--- src/design/ffa_pkg.sv ---
// Shared constants, types and codes for the first-fit block allocator.
package ffa_pkg;

	localparam int NUM_BLOCKS = 256;
	localparam int IDX_W      = 8;
	localparam int LEN_W      = 9;

	localparam logic       CMD_ALLOC  = 1'b0;
	localparam logic       CMD_FREE   = 1'b1;
	localparam logic [1:0] ST_OK      = 2'd0;
	localparam logic [1:0] ST_NOSPACE = 2'd1;
	localparam logic [1:0] ST_BADPTR  = 2'd2;

	typedef struct packed {
		logic             used;
		logic [LEN_W-1:0] len;
	} cell_t;

	typedef enum logic [1:0] {
		S_IDLE,
		S_SCAN,
		S_MARK,
		S_FREE
	} state_t;

endpackage

--- src/design/ffa_cell.sv ---
// One block cell of the rotating map: used bit and run length.
module ffa_cell (
	input  logic          clk,
	input  logic          arst_n,
	input  logic          shift,
	input  ffa_pkg::cell_t din,
	output ffa_pkg::cell_t dout
);

	ffa_pkg::cell_t cell_q;

	// advance the ring by one cell
	always_ff @(posedge clk or negedge arst_n) begin
		if (!arst_n) begin
			cell_q <= '0;
		end else if (shift) begin
			cell_q <= din;
		end
	end

	assign dout = cell_q;

endmodule

--- config.mk ---
export PLATFORM = sky130hd
export DESIGN_NAME = ffa_cell
export DESIGN_NICKNAME = d
export VERILOG_FILES = /design/src/design/ffa_pkg.sv /design/src/design/ffa_cell.sv
export SDC_FILE = /design/constraint.sdc
export NUM_CORES = 1
export LEC_CHECK = 0
export ABC_AREA = 1
export BUFFER_PORTS_ARGS = -buffer_cell sky130_fd_sc_hd__buf_4
export CAP_MARGIN = 20
export CORE_MARGIN = 5
export CORE_UTILIZATION = 28
export DETAILED_ROUTE_END_ITERATION = 7
export PLACE_DENSITY_LB_ADDON = 0.1
export SETUP_SLACK_MARGIN = 0.4
export SLEW_MARGIN = 5
export SYNTH_ARGS = -nofsm -noshare
export SYNTH_HDL_FRONTEND = slang
export SYNTH_SLANG_ARGS = --single-unit
--- constraint.sdc ---
create_clock -name clk -period 0.9 [get_ports clk]
set_input_delay 0.09 -clock clk [delete_from_list [all_inputs] [get_ports clk]]
set_output_delay 0.09 -clock clk [all_outputs]
set_load 0.01 [all_outputs]
==> out/qor.txt <==
outcome - completed
#FFs+latches synth - 10
Critical Path RT - 0.81 ns
CTS Sinks - 10
dpl ws - 0.2869 ns
initial antenna violation count - 0
Seq/Total Area, Yosys - 66.23%
worst-skew pair later-pin latency - 0.25 ns
fin worst setup slack - 0.03056 ns
number of global-route vias before repair - 313
# fillers - 140
post-synthesis net count - 55
Routed WL per cell - 9.976 µm
gr usage total - 9.407%
Setup Skew - 0 ns
CP cell instances - buf_6
CTS Buf Count - 3
r2r setup slk - 0.19 ns
n_diodes - 0
P&R area growth vs syn - 71.85%
WP buf/inv - 1
kind of critical path - flop to primary output
CTS tree - done
total grt overflow - 0
First-pass DRT Iterations - 1
Slew @ Worst Pin - 0.1764 ns
CORE AREA - 1285 µm²
Primary FF master, synth - dfrtp_1
Peak Freq - 1.150 GHz
Syn Std Cell Area - 377.9 µm²
PortBufs - 22
final wirelength - 848 µm
number of flops mapped to enable cells by yosys - 0
RePlAce Congestion - 0.6507
static leakage - 0.3657 nW
CTS Buffer Depth - 2
max reg flops - 10
max cap viols - 0
Final Max Tran Viols - 0
hold depth - 3
most common cell in the netlist - nand2_1
share of cells above drive strength 1 - 42.86%
startpoint types - flop
Arr. time, crit path - 0.78 ns
setup tns final - 0 ns
Critical Path Max Stage Delay - 0.40 ns
Slowest cell on crit path - dfrtp_1
R2R depth - 3
Cells after Synth - 42
endpoints failing hold - 0
Cell Pwr Density - 1596 nW/µm²
RSZ-0062 raised after global routing - true
Detailed Route Iter0 Violations - 0
synth cell count leaders - nand2_1 (30), dfrtp_1 (10), buf_6 (1), inv_2 (1)
cell family with most CP delay - flip-flops
Seq. cell area - 250.2 µm²
syn_area_per_cell - 8.997 µm²
Max VDD drop - 0.9601 mV
Synth Warn # - 0
area share of the largest cell type after synthesis - 66.23%
Setup Viol. Count Final - 0
worst hold start - din[7]
post-route minimum period - 0.8694 ns
die height - 46.74 µm
global-route wire length before repair - 1.380 mm
Die Wd - 46.74 µm
Netlist cell types - 4
Period Utilization, post-route - 96.60%
Placement Rows - 13
end of the worst hold path - dout[7]
Hold/Removal Path Class - primary input to flop
clk root buf - clkbuf_4
post-synth top area cell - dfrtp_1
die area - 2184 µm²
Worst R2R End - dout[1]
worst r2r src - dout[1]
worst rel slew slack - 88.22%
antenna viol nets, final - 0
CP Capture Type - primary output
final core utilization - 50.54%
CP max FO - 2
Clock Pin Slew Worst Setup and Hold Paths - 0.06 ns
Async SR Flop Fraction - 100.0%
Top-Level Pins - 23
Starting Density - 29.41%
DRC - 0
area occupied by multi-input gates - 115.1 µm²
# H-tree levels - 1
detailed-route via count - 348
Nets - 85
total power - 1.036 mW
largest net degree at the start of global routing - 12
Vias/cell - 4.094
Synth area leaders - dfrtp_1 (66%), nand2_1 (30%), buf_6 (3.0%)
-- how the worst max path moves through the flow --
stage                  from  endpoint  slack [ns]  cells after the start
global route        dout[0]   dout[0]      -0.004                      1
CTS                 dout[1]   dout[1]        0.02                      1
global placement      shift   dout[9]        0.29                      4
detailed placement    shift   dout[5]        0.29                      4
floorplan           dout[0]   dout[0]        0.29                      2
finish              dout[5]   dout[5]        0.03                      1
-- metrics by stage --
| stage | instances | area, µm² | hold WS, ns |
|---|---|---|---|
| 2_1_floorplan | 42 | 377.9 | -0.2056 |
| 3_3_place_gp | 78 | 550.5 | -0.07615 |
| 3_5_place_dp | 78 | 550.5 | -0.07705 |
| 4_1_cts | 84 | 635.6 | 0.01384 |
| 5_1_grt | 85 | 649.4 | 0.01643 |
| 6_report | 85 | 649.4 | 0.02093 |
-- placed cells by master (no fill, tap or decap) --
| cell | synthesis | routed |
|---|---|---|
| nand2_1 | 30 | 29 |
| buf_4 | 0 | 14 |
| buf_6 | 1 | 11 |
| dfrtp_1 | 10 | 10 |
| clkbuf_4 | 0 | 3 |
| inv_2 | 1 | 1 |
| nand2_2 | 0 | 1 |
| dlygate4sd3_1 | 0 | 1 |
-- cell families (layout without fill, tap and decap cells) --
family	count (synthesis)	in the layout	synth area share, %
and+or+nand+nor	30	30	29.80
buffers and inverters	2	30	3.972
DFF	10	10	66.23
-- cell type report --
class	count	share of cell area (%)
flip-flops and latches	10	38.54
repair buffers	26	36.80
multi-input cells	30	17.73
clock buffers	3	3.468
well taps	15	2.890
inverters	1	0.5780
-- what timing repair did --
item,CTS,global route
hold endpoints to repair,10,0
setup buffers,2,1
gates resized for setup,10,2
pin swaps,0,1
hold buffers,1,0
setup endpoints to repair,20,20
-- per-layer routing --
layer / vias to the layer above / global-route usage (%) / wire length (µm)
met5: - / 0 / 0
li1: 182 / - / -
met1: 149 / 10.26 / 301
met2: 17 / 15.11 / 433
met3: 0 / 5.747 / 112
met4: 0 / 3.315 / 0
-- report_power, final --
group	switching (mW)	internal, mW	leakage, nW	total [mW]
combinational	0.0867	0.141	0.230	0.228
sequential	0.0273	0.490	0.122	0.517
clock	0.138	0.154	0.0138	0.292
total	0.252	0.785	0.366	1.04
(Power assumes the default switching activity.)
